[src/rtl/irc_line_tokenizer_unit_assert.svh]
// Assertion macros shared by the line tokenizer RTL
`ifndef IRC_LINE_TOKENIZER_UNIT_ASSERT_SVH
`define IRC_LINE_TOKENIZER_UNIT_ASSERT_SVH

// property must hold at every clock edge outside reset
`define ILT_ASSERT(lbl, prop, msg) \
  lbl: assert property (@(posedge clk_i) disable iff (!rst_ni) (prop)) else $error(msg);

// expression must never be true outside reset
`define ILT_ASSERT_NEVER(lbl, expr, msg) \
  lbl: assert property (@(posedge clk_i) disable iff (!rst_ni) !(expr)) else $error(msg);

`endif

[src/rtl/ilt_pkg.sv]
// Types, constants and the tokenizer step function of the line tokenizer
package ilt_pkg;

  localparam int unsigned MaxParams = 15;
  localparam logic [3:0]  ParamCap  = (MaxParams < 15) ? 4'(MaxParams) : 4'd15;

  localparam int unsigned FifoDepth = 4;
  localparam int unsigned FifoAw    = $clog2(FifoDepth);
  localparam int unsigned FifoCw    = $clog2(FifoDepth + 1);

  localparam logic [15:0] MaxLineReset = 16'd512;
  localparam logic [15:0] LenSat       = 16'hFFFF;

  localparam logic [7:0] ChLf    = 8'h0A;
  localparam logic [7:0] ChCr    = 8'h0D;
  localparam logic [7:0] ChSp    = 8'h20;
  localparam logic [7:0] ChColon = 8'h3A;
  localparam logic [7:0] ChTab   = 8'h09;
  localparam logic [7:0] ChVt    = 8'h0B;
  localparam logic [7:0] ChFf    = 8'h0C;

  typedef enum logic [1:0] {
    REG_CMD = 2'd0,
    REG_MID = 2'd1,
    REG_TRL = 2'd2
  } region_e;

  typedef enum logic [1:0] {
    EV_TEXT = 2'd0,
    EV_END  = 2'd1,
    EV_OVF  = 2'd2
  } ev_kind_e;

  // one queue entry: a framed event from the front end
  typedef struct packed {
    ev_kind_e   kind;
    logic       has_cr;
    logic       has_byte;
    logic [7:0] data;
  } ev_t;

  typedef struct packed {
    region_e    region;
    logic       prev_sp;
    logic       in_tok;
    logic [3:0] pcount;
  } tok_st_t;

  typedef struct packed {
    tok_st_t    st;
    logic       emit;
    logic [1:0] kind;
    logic [3:0] pn;
    logic       first;
  } tok_res_t;

  typedef struct packed {
    logic [7:0] data;
    logic [1:0] kind;
    logic [3:0] pn;
    logic       first;
    logic       msg_end;
    logic       ovf;
    logic       last;
  } out_item_t;

  function automatic logic is_ws(logic [7:0] c);
    return (c == ChSp) || (c == ChTab) || (c == ChVt) || (c == ChFf) || (c == ChCr);
  endfunction

  // classify one content byte against the current token state
  function automatic tok_res_t tok_step(tok_st_t st, logic [7:0] c);
    tok_res_t r;
    r       = '0;
    r.st    = st;
    r.pn    = st.pcount;
    r.first = !st.in_tok;
    case (st.region)
      REG_CMD: begin
        if (c == ChSp) begin
          r.st.region  = REG_MID;
          r.st.in_tok  = 1'b0;
          r.st.prev_sp = 1'b1;
        end else begin
          r.emit      = 1'b1;
          r.kind      = REG_CMD;
          r.pn        = 4'd0;
          r.st.in_tok = 1'b1;
        end
      end
      REG_MID: begin
        if (st.prev_sp && (c == ChColon)) begin
          r.st.region  = REG_TRL;
          r.st.prev_sp = 1'b0;
          r.st.in_tok  = 1'b0;
        end else if (is_ws(c)) begin
          if (st.in_tok && (st.pcount < ParamCap)) begin
            r.st.pcount = st.pcount + 4'd1;
          end
          r.st.in_tok  = 1'b0;
          r.st.prev_sp = (c == ChSp);
        end else begin
          r.emit       = 1'b1;
          r.kind       = REG_MID;
          r.st.in_tok  = 1'b1;
          r.st.prev_sp = 1'b0;
        end
      end
      default: begin
        r.emit      = 1'b1;
        r.kind      = REG_TRL;
        r.st.in_tok = 1'b1;
      end
    endcase
    return r;
  endfunction

endpackage

[src/rtl/ilt_fifo.sv]
// Short event queue between the framing front end and the tokenizer back end
`include "irc_line_tokenizer_unit_assert.svh"

module ilt_fifo (
  input  logic          clk_i,
  input  logic          rst_ni,
  input  logic          push_i,
  input  ilt_pkg::ev_t  push_data_i,
  output logic          full_o,
  output logic          head_valid_o,
  output ilt_pkg::ev_t  head_o,
  input  logic          pop_i
);
  import ilt_pkg::*;

  ev_t                mem_q [FifoDepth];
  logic [FifoAw-1:0]  wr_ptr_q, wr_ptr_d;
  logic [FifoAw-1:0]  rd_ptr_q, rd_ptr_d;
  logic [FifoCw-1:0]  count_q, count_d;
  logic               do_pop;

  assign full_o       = (count_q == FifoCw'(FifoDepth));
  assign head_valid_o = (count_q != '0);
  assign head_o       = mem_q[rd_ptr_q];
  assign do_pop       = pop_i && head_valid_o;

  always_comb begin
    wr_ptr_d = push_i ? wr_ptr_q + 1'b1 : wr_ptr_q;
    rd_ptr_d = do_pop ? rd_ptr_q + 1'b1 : rd_ptr_q;
    count_d  = count_q;
    if (push_i && !do_pop) begin
      count_d = count_q + 1'b1;
    end else if (!push_i && do_pop) begin
      count_d = count_q - 1'b1;
    end
  end

  always_ff @(posedge clk_i or negedge rst_ni) begin
    if (!rst_ni) begin
      wr_ptr_q <= '0;
      rd_ptr_q <= '0;
      count_q  <= '0;
    end else begin
      wr_ptr_q <= wr_ptr_d;
      rd_ptr_q <= rd_ptr_d;
      count_q  <= count_d;
    end
  end

  always_ff @(posedge clk_i) begin
    if (push_i) begin
      mem_q[wr_ptr_q] <= push_data_i;
    end
  end

  `ILT_ASSERT_NEVER(a_no_push_full, push_i && full_o, "push into full queue")

endmodule

[src/rtl/ilt_front.sv]
// Front end: line length check, overflow, CR holding and LF framing
`include "irc_line_tokenizer_unit_assert.svh"

module ilt_front (
  input  logic          clk_i,
  input  logic          rst_ni,
  input  logic          in_valid_i,
  output logic          in_stall_o,
  input  logic [7:0]    in_byte_i,
  input  logic          max_line_bytes_we_i,
  input  logic [15:0]   max_line_bytes_i,
  input  logic          full_i,
  output logic          push_o,
  output ilt_pkg::ev_t  push_data_o
);
  import ilt_pkg::*;

  logic [15:0] max_q;
  logic [15:0] len_q, len_d, len_inc;
  logic        held_q, held_d;
  logic        disc_q, disc_d;
  logic        acc;

  assign in_stall_o = full_i;
  assign acc        = in_valid_i && !full_i;
  assign len_inc    = (len_q != LenSat) ? len_q + 16'd1 : len_q;

  always_comb begin
    len_d       = len_q;
    held_d      = held_q;
    disc_d      = disc_q;
    push_o      = 1'b0;
    push_data_o = '{kind: EV_TEXT, has_cr: held_q, has_byte: 1'b1, data: in_byte_i};
    if (acc && !disc_q) begin
      if (len_inc > max_q) begin
        push_o           = 1'b1;
        push_data_o.kind = EV_OVF;
        disc_d           = 1'b1;
        held_d           = 1'b0;
        len_d            = '0;
      end else if (in_byte_i == ChLf) begin
        push_o           = 1'b1;
        push_data_o.kind = EV_END;
        held_d           = 1'b0;
        len_d            = '0;
      end else if (in_byte_i == ChCr) begin
        // a second CR releases the one already held
        push_o               = held_q;
        push_data_o.has_byte = 1'b0;
        held_d               = 1'b1;
        len_d                = len_inc;
      end else begin
        push_o = 1'b1;
        held_d = 1'b0;
        len_d  = len_inc;
      end
    end
  end

  always_ff @(posedge clk_i or negedge rst_ni) begin
    if (!rst_ni) begin
      max_q  <= MaxLineReset;
      len_q  <= '0;
      held_q <= 1'b0;
      disc_q <= 1'b0;
    end else begin
      if (max_line_bytes_we_i) begin
        max_q <= max_line_bytes_i;
      end
      len_q  <= len_d;
      held_q <= held_d;
      disc_q <= disc_d;
    end
  end

  `ILT_ASSERT(a_disc_sticky, disc_q |=> disc_q, "disconnect flag cleared")

endmodule

[src/rtl/ilt_back.sv]
// Back end: token classification and the registered result stage
`include "irc_line_tokenizer_unit_assert.svh"

module ilt_back (
  input  logic              clk_i,
  input  logic              rst_ni,
  input  logic              head_valid_i,
  input  ilt_pkg::ev_t      head_i,
  output logic              pop_o,
  output logic              out_valid_o,
  input  logic              out_stall_i,
  output ilt_pkg::out_item_t out_o
);
  import ilt_pkg::*;

  tok_st_t   st_q, st_d;
  logic      phase_q, phase_d;
  logic      out_valid_q, out_valid_d;
  out_item_t out_q, item;
  logic      load;
  logic      act;
  tok_res_t  res_cr, res_after_cr, res_byte;

  assign act         = head_valid_i && (!out_valid_q || !out_stall_i);
  assign out_valid_o = out_valid_q;
  assign out_o       = out_q;

  assign res_cr       = tok_step(st_q, ChCr);
  assign res_after_cr = tok_step(res_cr.st, head_i.data);
  assign res_byte     = tok_step(st_q, head_i.data);

  always_comb begin
    st_d        = st_q;
    phase_d     = phase_q;
    pop_o       = 1'b0;
    load        = 1'b0;
    item        = '0;
    item.last   = 1'b1;
    out_valid_d = out_valid_q && out_stall_i;
    if (act) begin
      unique case (head_i.kind)
        EV_END: begin
          load         = 1'b1;
          item.msg_end = 1'b1;
          st_d         = '0;
          phase_d      = 1'b0;
          pop_o        = 1'b1;
        end
        EV_OVF: begin
          load     = 1'b1;
          item.ovf = 1'b1;
          st_d     = '0;
          phase_d  = 1'b0;
          pop_o    = 1'b1;
        end
        EV_TEXT: begin
          if (head_i.has_cr && !phase_q) begin
            if (res_cr.emit && head_i.has_byte && res_after_cr.emit) begin
              // both produce a result: the CR goes out first and the byte follows from the same queue entry
              load       = 1'b1;
              item.data  = ChCr;
              item.kind  = res_cr.kind;
              item.pn    = res_cr.pn;
              item.first = res_cr.first;
              item.last  = 1'b0;
              st_d       = res_cr.st;
              phase_d    = 1'b1;
            end else begin
              st_d  = head_i.has_byte ? res_after_cr.st : res_cr.st;
              pop_o = 1'b1;
              if (res_cr.emit) begin
                load       = 1'b1;
                item.data  = ChCr;
                item.kind  = res_cr.kind;
                item.pn    = res_cr.pn;
                item.first = res_cr.first;
              end else if (head_i.has_byte && res_after_cr.emit) begin
                load       = 1'b1;
                item.data  = head_i.data;
                item.kind  = res_after_cr.kind;
                item.pn    = res_after_cr.pn;
                item.first = res_after_cr.first;
              end
            end
          end else begin
            st_d    = res_byte.st;
            phase_d = 1'b0;
            pop_o   = 1'b1;
            if (res_byte.emit) begin
              load       = 1'b1;
              item.data  = head_i.data;
              item.kind  = res_byte.kind;
              item.pn    = res_byte.pn;
              item.first = res_byte.first;
            end
          end
        end
        default: begin
          pop_o = 1'b1;
        end
      endcase
    end
    if (load) begin
      out_valid_d = 1'b1;
    end
  end

  always_ff @(posedge clk_i or negedge rst_ni) begin
    if (!rst_ni) begin
      st_q        <= '0;
      phase_q     <= 1'b0;
      out_valid_q <= 1'b0;
    end else begin
      st_q        <= st_d;
      phase_q     <= phase_d;
      out_valid_q <= out_valid_d;
    end
  end

  always_ff @(posedge clk_i) begin
    if (load) begin
      out_q <= item;
    end
  end

  `ILT_ASSERT(a_phase_head, phase_q |-> (head_valid_i && head_i.has_byte), "split without byte")
  `ILT_ASSERT(a_split_not_last, $rose(phase_q) |-> (out_valid_q && !out_q.last), "CR marked last")

endmodule

[src/rtl/irc_line_tokenizer_unit.sv]
// Top level of the line tokenizer: front end, event queue and back end
//
//  channel  | direction | handshake                | payload
//  ---------+-----------+--------------------------+-----------------------------------
//  in       | in        | in_valid_i / in_stall_o  | in_byte_i
//  out      | out       | out_valid_o / out_stall_i| out_byte_o, token_kind_o, ...
//  cfg      | in        | max_line_bytes_we_i      | max_line_bytes_i
//
// One byte per cycle is taken while in_stall_o is low; the result is registered.
// A released CR and the following byte that both give a result leave from one queue
// entry in turn; the four-entry event queue absorbs that and output stalls.
// Reset is asynchronous; the line limit comes up at 512.
// in_stall_o rises only when the event queue is full.
`include "irc_line_tokenizer_unit_assert.svh"

module irc_line_tokenizer_unit (
  input  logic        clk_i,
  input  logic        rst_ni,
  input  logic        in_valid_i,
  output logic        in_stall_o,
  input  logic [7:0]  in_byte_i,
  input  logic        max_line_bytes_we_i,
  input  logic [15:0] max_line_bytes_i,
  output logic        out_valid_o,
  input  logic        out_stall_i,
  output logic [7:0]  out_byte_o,
  output logic [1:0]  token_kind_o,
  output logic [3:0]  param_number_o,
  output logic        token_first_o,
  output logic        message_end_o,
  output logic        overflow_o,
  output logic        last_of_run_o
);
  import ilt_pkg::*;

  logic      push, full, head_valid, pop;
  ev_t       push_data, head;
  out_item_t out_item;

  ilt_front u_front (
    .clk_i,
    .rst_ni,
    .in_valid_i,
    .in_stall_o,
    .in_byte_i,
    .max_line_bytes_we_i,
    .max_line_bytes_i,
    .full_i      (full),
    .push_o      (push),
    .push_data_o (push_data)
  );

  ilt_fifo u_fifo (
    .clk_i,
    .rst_ni,
    .push_i       (push),
    .push_data_i  (push_data),
    .full_o       (full),
    .head_valid_o (head_valid),
    .head_o       (head),
    .pop_i        (pop)
  );

  ilt_back u_back (
    .clk_i,
    .rst_ni,
    .head_valid_i (head_valid),
    .head_i       (head),
    .pop_o        (pop),
    .out_valid_o,
    .out_stall_i,
    .out_o        (out_item)
  );

  assign out_byte_o     = out_item.data;
  assign token_kind_o   = out_item.kind;
  assign param_number_o = out_item.pn;
  assign token_first_o  = out_item.first;
  assign message_end_o  = out_item.msg_end;
  assign overflow_o     = out_item.ovf;
  assign last_of_run_o  = out_item.last;

endmodule

[config.mk]
export PLATFORM = sky130hd
export DESIGN_NAME = irc_line_tokenizer_unit
export DESIGN_NICKNAME = d
export VERILOG_FILES = /design/src/rtl/ilt_pkg.sv /design/src/rtl/ilt_fifo.sv /design/src/rtl/ilt_front.sv /design/src/rtl/ilt_back.sv /design/src/rtl/irc_line_tokenizer_unit.sv
export VERILOG_INCLUDE_DIRS = /design/src /design/src/rtl
export SDC_FILE = /design/constraint.sdc
export NUM_CORES = 1
export LEC_CHECK = 0
export BUFFER_PORTS_ARGS = -buffer_cell sky130_fd_sc_hd__buf_2
export CAP_MARGIN = 15
export CORE_UTILIZATION = 30
export DETAILED_ROUTE_END_ITERATION = 8
export PLACE_DENSITY = 0.42
export SLEW_MARGIN = 30
export SYNTH_ARGS = -nofsm -noshare
export SYNTH_HDL_FRONTEND = slang
export SYNTH_SLANG_ARGS = --single-unit
[constraint.sdc]
create_clock -name clk_i -period 13.79 [get_ports clk_i]
set_input_delay 2.0685 -clock clk_i [delete_from_list [all_inputs] [get_ports clk_i]]
set_output_delay 2.0685 -clock clk_i [all_outputs]
set_load 0.05 [all_outputs]
* Word-level counts from Yosys, hierarchy flattened
Memories as Yosys holds them, arrays and structs flattened.
Cells that the tools add are included.
** Word-level totals
- Input port bits :: 29
- Memories kept :: 1
- Bits in writable memories :: 48
- Output and inout port bits :: 20
- Bits in registers :: 69
- Logic and storage cells :: 176
** Operators by class
- Equality and inequality tests :: 25
- Add/sub/neg operators :: 7
- Muxes and demuxes :: 79
- $lt $le $gt $ge :: 3
- Reduce and logical (&&, ||, !) cells :: 41
** Memory list
- u_fifo.mem_q :: depth 4, bits a word 12, rd ports 1, clocked after memory_dff 0, write ports 1, RTL line ilt_fifo.sv:16 : ev_t mem_q [FifoDepth];
** Operators by type and width (number)
- 2-to-1 mux 15 bit :: 5
- == test 8 x 4 -> 1 bit, second input constant :: 6
- 2-to-1 mux 16 bit :: 3
- 2-to-1 mux 4 bit :: 10
- 2-to-1 mux 1 bit :: 32
- case mux 3 bit (2 select lines) :: 5
- 2-to-1 mux 7 bit :: 4
- 2-to-1 mux 8 bit :: 3
- adder 16 x 1 -> 16 bit, second input constant :: 1
- == test 8 x 6 -> 1 bit, second input constant :: 2
- greater-than comparator 16 bit :: 1
- != test 16 bit, second input constant :: 1
- case mux 8 bit (2 select lines) :: 1
- logical AND 1 bit :: 15
- 2-to-1 mux 3 bit :: 5
- 2-to-1 mux 2 bit :: 7
- != test 5 bit, second input constant :: 2
- AND reduction 10 bit :: 1
- != test 3 bit, second input constant :: 3
- adder 4 x 1 -> 4 bit, second input constant :: 2
- zero test 1 bit :: 8
- < comparator 4 bit, second input constant :: 2
- != test 4 x 2 -> 1 bit, second input constant :: 2
- != test 4 x 3 -> 1 bit, second input constant :: 2
- 18 further kinds :: 32

* Logic depth before layout (Yosys ltp)
- Depth in word-level cells :: 19
- Gate-level depth with buffers :: 22
- Mapped depth without buffers :: 21

* Modules after synthesis
A second synthesis with hierarchy kept.
** Second synthesis, totals
- Cells, all modules :: 534
- Area, all modules :: 6309.8 sq um
** By module, submodules not included
- ilt_front :: area an instance 2311.0 sq um, instances 1, cells each 256
- ilt_fifo :: area an instance 2160.8 sq um, instances 1, cells each 97
- ilt_back :: area an instance 1838.0 sq um, instances 1, cells each 181

* Worst setup path before layout
Ideal clock, no wire load.
- Path kind :: reg2reg
- Start :: register u_front.len_q[2]
- End :: register u_fifo.count_q[2]
- Arrival time :: 4.768 ns
- Slack :: 8.943 ns
- Stages on the path, launching flop included :: 21
- Required time :: 13.711 ns
- Clock period less this slack :: 4.847 ns
- Cell sequence :: dfrtp_1 clkbuf_1 and4_1 and3_1 nand4_1 nor3_1 or2_2 nor2_1 xor2_1 ha_1 nand4_1 or3_1 o221ai_1 nand2_1 a21oi_1 ha_1 inv_1 fa_1 xor2_1 nor2_1 xor2_1
** On the way
- Longest elaborated chain between the ends :: 8
- Elaborated cells between the ends (all ways) :: 11
- Those cells by class :: add/sub: 1; order compare: 1; eq/ne: 1; mux: 4; reduce/logical: 4
** Ends and longest elaborated chain
- start, declared :: RTL line ilt_front.sv:19 : logic [15:0] len_q, len_d, len_inc;
- start signal, assigned :: RTL line ilt_front.sv:70 : len_q <= len_d;
- adder 16 x 1 -> 16 bit or != test 16 bit (tied branches) :: RTL line ilt_front.sv:26 : assign len_inc = (len_q != LenSat) ? len_q + 16'd1 : len_q;
- 2-to-1 mux 16 bit (*) :: RTL line ilt_front.sv:26
- greater-than comparator 16 bit (*) :: RTL line ilt_front.sv:35 : if (len_inc > max_q) begin
- 2-to-1 mux 1 bit (*) :: RTL line ilt_front.sv:35
- 2-to-1 mux 1 bit (*) :: RTL line ilt_front.sv:34 : if (acc && !disc_q) begin
- named net push :: RTL line irc_line_tokenizer_unit.sv:36 : logic push, full, head_valid, pop;
- zero test 1 bit :: RTL line ilt_fifo.sv:33 : end else if (!push_i && do_pop) begin
- logical AND 1 bit :: RTL line ilt_fifo.sv:33
- nonzero test 2 bit (no line)
- end signal, assigned :: RTL line ilt_fifo.sv:46 : count_q <= count_d;
- end, declared :: RTL line ilt_fifo.sv:19 : logic [FifoCw-1:0] count_q, count_d;
Mark *: on every way through the listed nets, which the timed path passes. The rest lies on a longest branch.
A chain may end at the register's enable or synchronous reset.

* Worst setup path after layout
Same ends and word-level chain as after synthesis.

==> summary.txt <==
Run status
  – Outcome: finished clean

Route
  – Vias: 4047
  – Vias/cell: 4.75
  – Final wirelength: 13300 um
  – DRC viols: 0
  – Post-DRT Antenna Nets: 0
  – 1st-iter DRT viols: 317
  – Drt pass-1 iters: 4
  – Post-DR wirelength/cell: 15.6 um

Synthesis
  – Post-synthesis sequential area ratio: 55.0%
  – Synth Register Bits: 117
  – Dominant synthesized flop cell: edfxtp_1
  – Post-Synthesis Cells: 518
  – Post-synthesis net count: 575
  – Yosys warning total: 0
  – Area leader, netlist: edfxtp_1
  – Area contributors post-synth: edfxtp_1 33%, dfrtp_1 21%, ha_1 5.7%, mux4_2 4.2%, nand2_1 3.7%
  – Post-synth EDFFs: 66
  – Yosys cell types: 55
  – Ys async rst share: 43.6%
  – Post-Syn Area: 5930 um^2
  – Top cell type's share of synthesized area: 33.4%
  – Syn Area/Cell: 11.4 um^2

Power and ir drop
  – Static Leakage: 2.89 nW
  – Switching power: 566 uW
  – Pwr dens: 211 nW/um^2
  – Clock power frac: 29.7%
  – Internal power: 920 uW
  – VDD IR max: 0.0915 mV
  – Switching Fraction: 38.1%
  – Combinational share of power: 35.9%
  – Register share of total power: 34.3%

Global routing
  – Gr usage total: 14.4%
  – Initial antenna violation count: 0
  – Largest net degree at the start of global routing: 52
  – Total gr overflow: 0
  – Number of global-route vias before repair: 4089
  – Global-route wire length before repair: 21800 um

Cells and area
  – Layout cells sized above 1: 19.9%
  – Final non-filler cell total: 852
  – # nets final: 631
  – Antenna Cells: 0
  – Commonest non-fill, non-tap cells in the layout: 66 x edfxtp_1, 58 x nand2_1, 50 x dfrtp_1, 48 x buf_2, 41 x nor2_1
  – Most common cell after layout, fill and taps aside: edfxtp_1
  – Area added between synthesis and finish: 18.9%

Hold path
  – Hold Startpoint: u_fifo.count_q[2]$_DFFE_PN0P_
  – Worst hold path class: flop to flop

Timing
  – Final setup vio count: 0
  – Min Tclk post-route: 5650 ps
  – Setup TNS: 0 ps
  – RSZ-0062 raised after global routing: false
  – Peak Freq: 0.177 GHz
  – PnR worst setup slack: 8140 ps
  – Slew headroom: 38.2%
  – Clock Skew: 10.2 ps
  – Fin crit share: 41.0%
  – Final Slew Violations: 0
  – Worst-Margin Slew: 920 ps
  – Final Hold Fails: 0

Setup path
  – Crit-path max FO: 10
  – WP data arrival: 5990 ps
  – R2R depth: 19
  – Reg2Reg Setup Slack: 8140 ps
  – Crit start category: flop
  – Reg-to-Reg Start: u_front.len_q[2]$_DFFE_PN0P_
  – Crit path from: u_front.len_q[2]$_DFFE_PN0P_
  – Worst flop-to-flop path endpoint: u_fifo.count_q[2]$_DFFE_PN0P_
  – CP Capture Type: flop
  – CP endpoint: u_fifo.count_q[2]$_DFFE_PN0P_
  – CP Class: flop to flop
  – CP required: 14130 ps

Clocking
  – CTS tree: built
  – Post-CTS resize count: 0
  – Clk slew on worst S/H paths: 60 ps
  – Sink Count: 117
  – Worst-Skew Late Latency: 420 ps
  – Max Root-Sink Buffers: 2
  – Number of CTS-inserted buffers: 17
  – H-tree depth: 4
  – Clk root buf: clkbuf_16
  – Postcts setup bufs: 0
  – CTS Hold Bufs: 0

Die
  – Core footprint: 19400 um^2
  – Die Wd: 143 um
  – Die H: 143 um
  – I/O pins: 49
  – Rows: 51
  – Die ar.: 20300 um^2
  – Starting density of the core: 30.6%

Placement
  – Post-DP HPWL: 9340 um
  – Placed instance count: 820
  – Port Buf Inserts: 48
  – Pre-CTS WS: 8150 ps
  – Gp weighted congestion: 0.838

Job
  – Max_cap viols: 0
-- through the flow --
stage	power, mW	cell area (um^2)	hold WS [ps]	util, %
after floorplan	0.917	5930	456	-
after global placement	1.05	6460	472	33.3
after detailed placement	1.06	6460	484	33.3
after CTS	1.51	7050	492	36.4
after global routing	1.58	7050	524	36.4
final	1.49	7050	485	36.4
-- area by class of cell --
class / instances / area [um^2]
tap: 265 / 332
multi-input combinational: 356 / 2490
timing repair buffer: 52 / 270
sequential: 117 / 3260
inverter: 30 / 113
clock buffer: 18 / 429
clock inverter: 14 / 158
fill: 1895 / 12300
-- cells in the mapped netlist (4+ instances only) --
| cell type | count |
|---|---|
| clkbuf_1 | 10 |
| xnor2_1 | 12 |
| and2_1 | 11 |
| or2_2 | 5 |
| nor2_1 | 41 |
| a211oi_1 | 4 |
| o21ai_0 | 36 |
| a31oi_1 | 9 |
| mux4_2 | 11 |
| a21oi_1 | 16 |
| nor3_1 | 8 |
| and3_1 | 8 |
| xor2_1 | 7 |
| nand2b_1 | 9 |
| nand4_1 | 11 |
| dfrtp_1 | 50 |
| mux2_2 | 9 |
| nand2_1 | 58 |
| edfxtp_1 | 66 |
| nor2b_1 | 5 |
| ha_1 | 27 |
| a22o_1 | 8 |
| nand3_1 | 14 |
| inv_1 | 30 |
| a21o_1 | 7 |
-- cells by family (layout without fill, tap and decap cells) --
kind of cell,count (synthesis),after routing,synth area share (%)
AOI/OAI and AO/OA,97,97,10.5
muxes,23,23,6.39
adders and majority gates,28,28,6.03
DFF,117,117,55.0
xor gates and xnor gates,19,19,2.81
buffers and inverters,45,114,3.12
and+or+nand+nor,189,189,16.1
-- per-layer routing --
layer | up-vias | wire length, um | track usage, %
met2 | 80 | 6390 | 23.2
met5 | - | 0 | 0
li1 | 2007 | - | -
met1 | 1939 | 6090 | 18.2
met3 | 21 | 523 | 3.20
met4 | 0 | 293 | 6.79
-- flip-flops by register name, summed over array words and instances, names as in the netlist --
register / count
u_front.max_q: 16
u_front.disc_q: 1
u_front.held_q: 1
u_back.phase_q: 1
u_front.len_q: 16
u_fifo.count_q: 3
u_back.st_q: 6
u_back.out_o: 18
u_fifo.mem_q: 48
u_fifo.rd_ptr_q: 2
u_fifo.wr_ptr_q: 2
u_back.res_cr: 2
u_back.out_valid_o: 1
-- worst max-delay path, cell delays in order (launching register included) --
cell	delay [ps]
dfrtp_1	460
and4_1	300
and3_1	240
nand4_1	170
nor3_1	780
or2_2	300
nor2_1	70
xor2_1	150
ha_1	310
nand4_1	110
or3_1	370
o221ai_1	280
nand2_1	340
a21oi_1	560
ha_1	280
inv_1	60
fa_1	370
xor2_1	160
nor2_1	120
xor2_1	150
-- power by group through the flow --
| stage | Combinational, mW | Clock [mW] | Sequential (mW) |
|---|---|---|---|
| finish | 0.534 | 0.442 | 0.510 |
| global route | 0.589 | 0.469 | 0.522 |
| CTS | 0.543 | 0.454 | 0.512 |
| detailed placement | 0.541 | 0 | 0.519 |
| global placement | 0.534 | 0 | 0.515 |
| floorplan | 0.316 | 0 | 0.601 |
-- worst min path at each step --
stage,to,cells past startpoint
4_1_cts,u_fifo.count_q[2]$_DFFE_PN0P_,1
5_1_grt,u_fifo.count_q[2]$_DFFE_PN0P_,1
3_3_place_gp,u_fifo.count_q[2]$_DFFE_PN0P_,1
2_1_floorplan,u_front.disc_q$_DFFE_PN0P_,1
6_report,u_fifo.count_q[2]$_DFFE_PN0P_,1
3_5_place_dp,u_fifo.count_q[2]$_DFFE_PN0P_,1
Note: power is estimated with default switching activity, not from simulation.
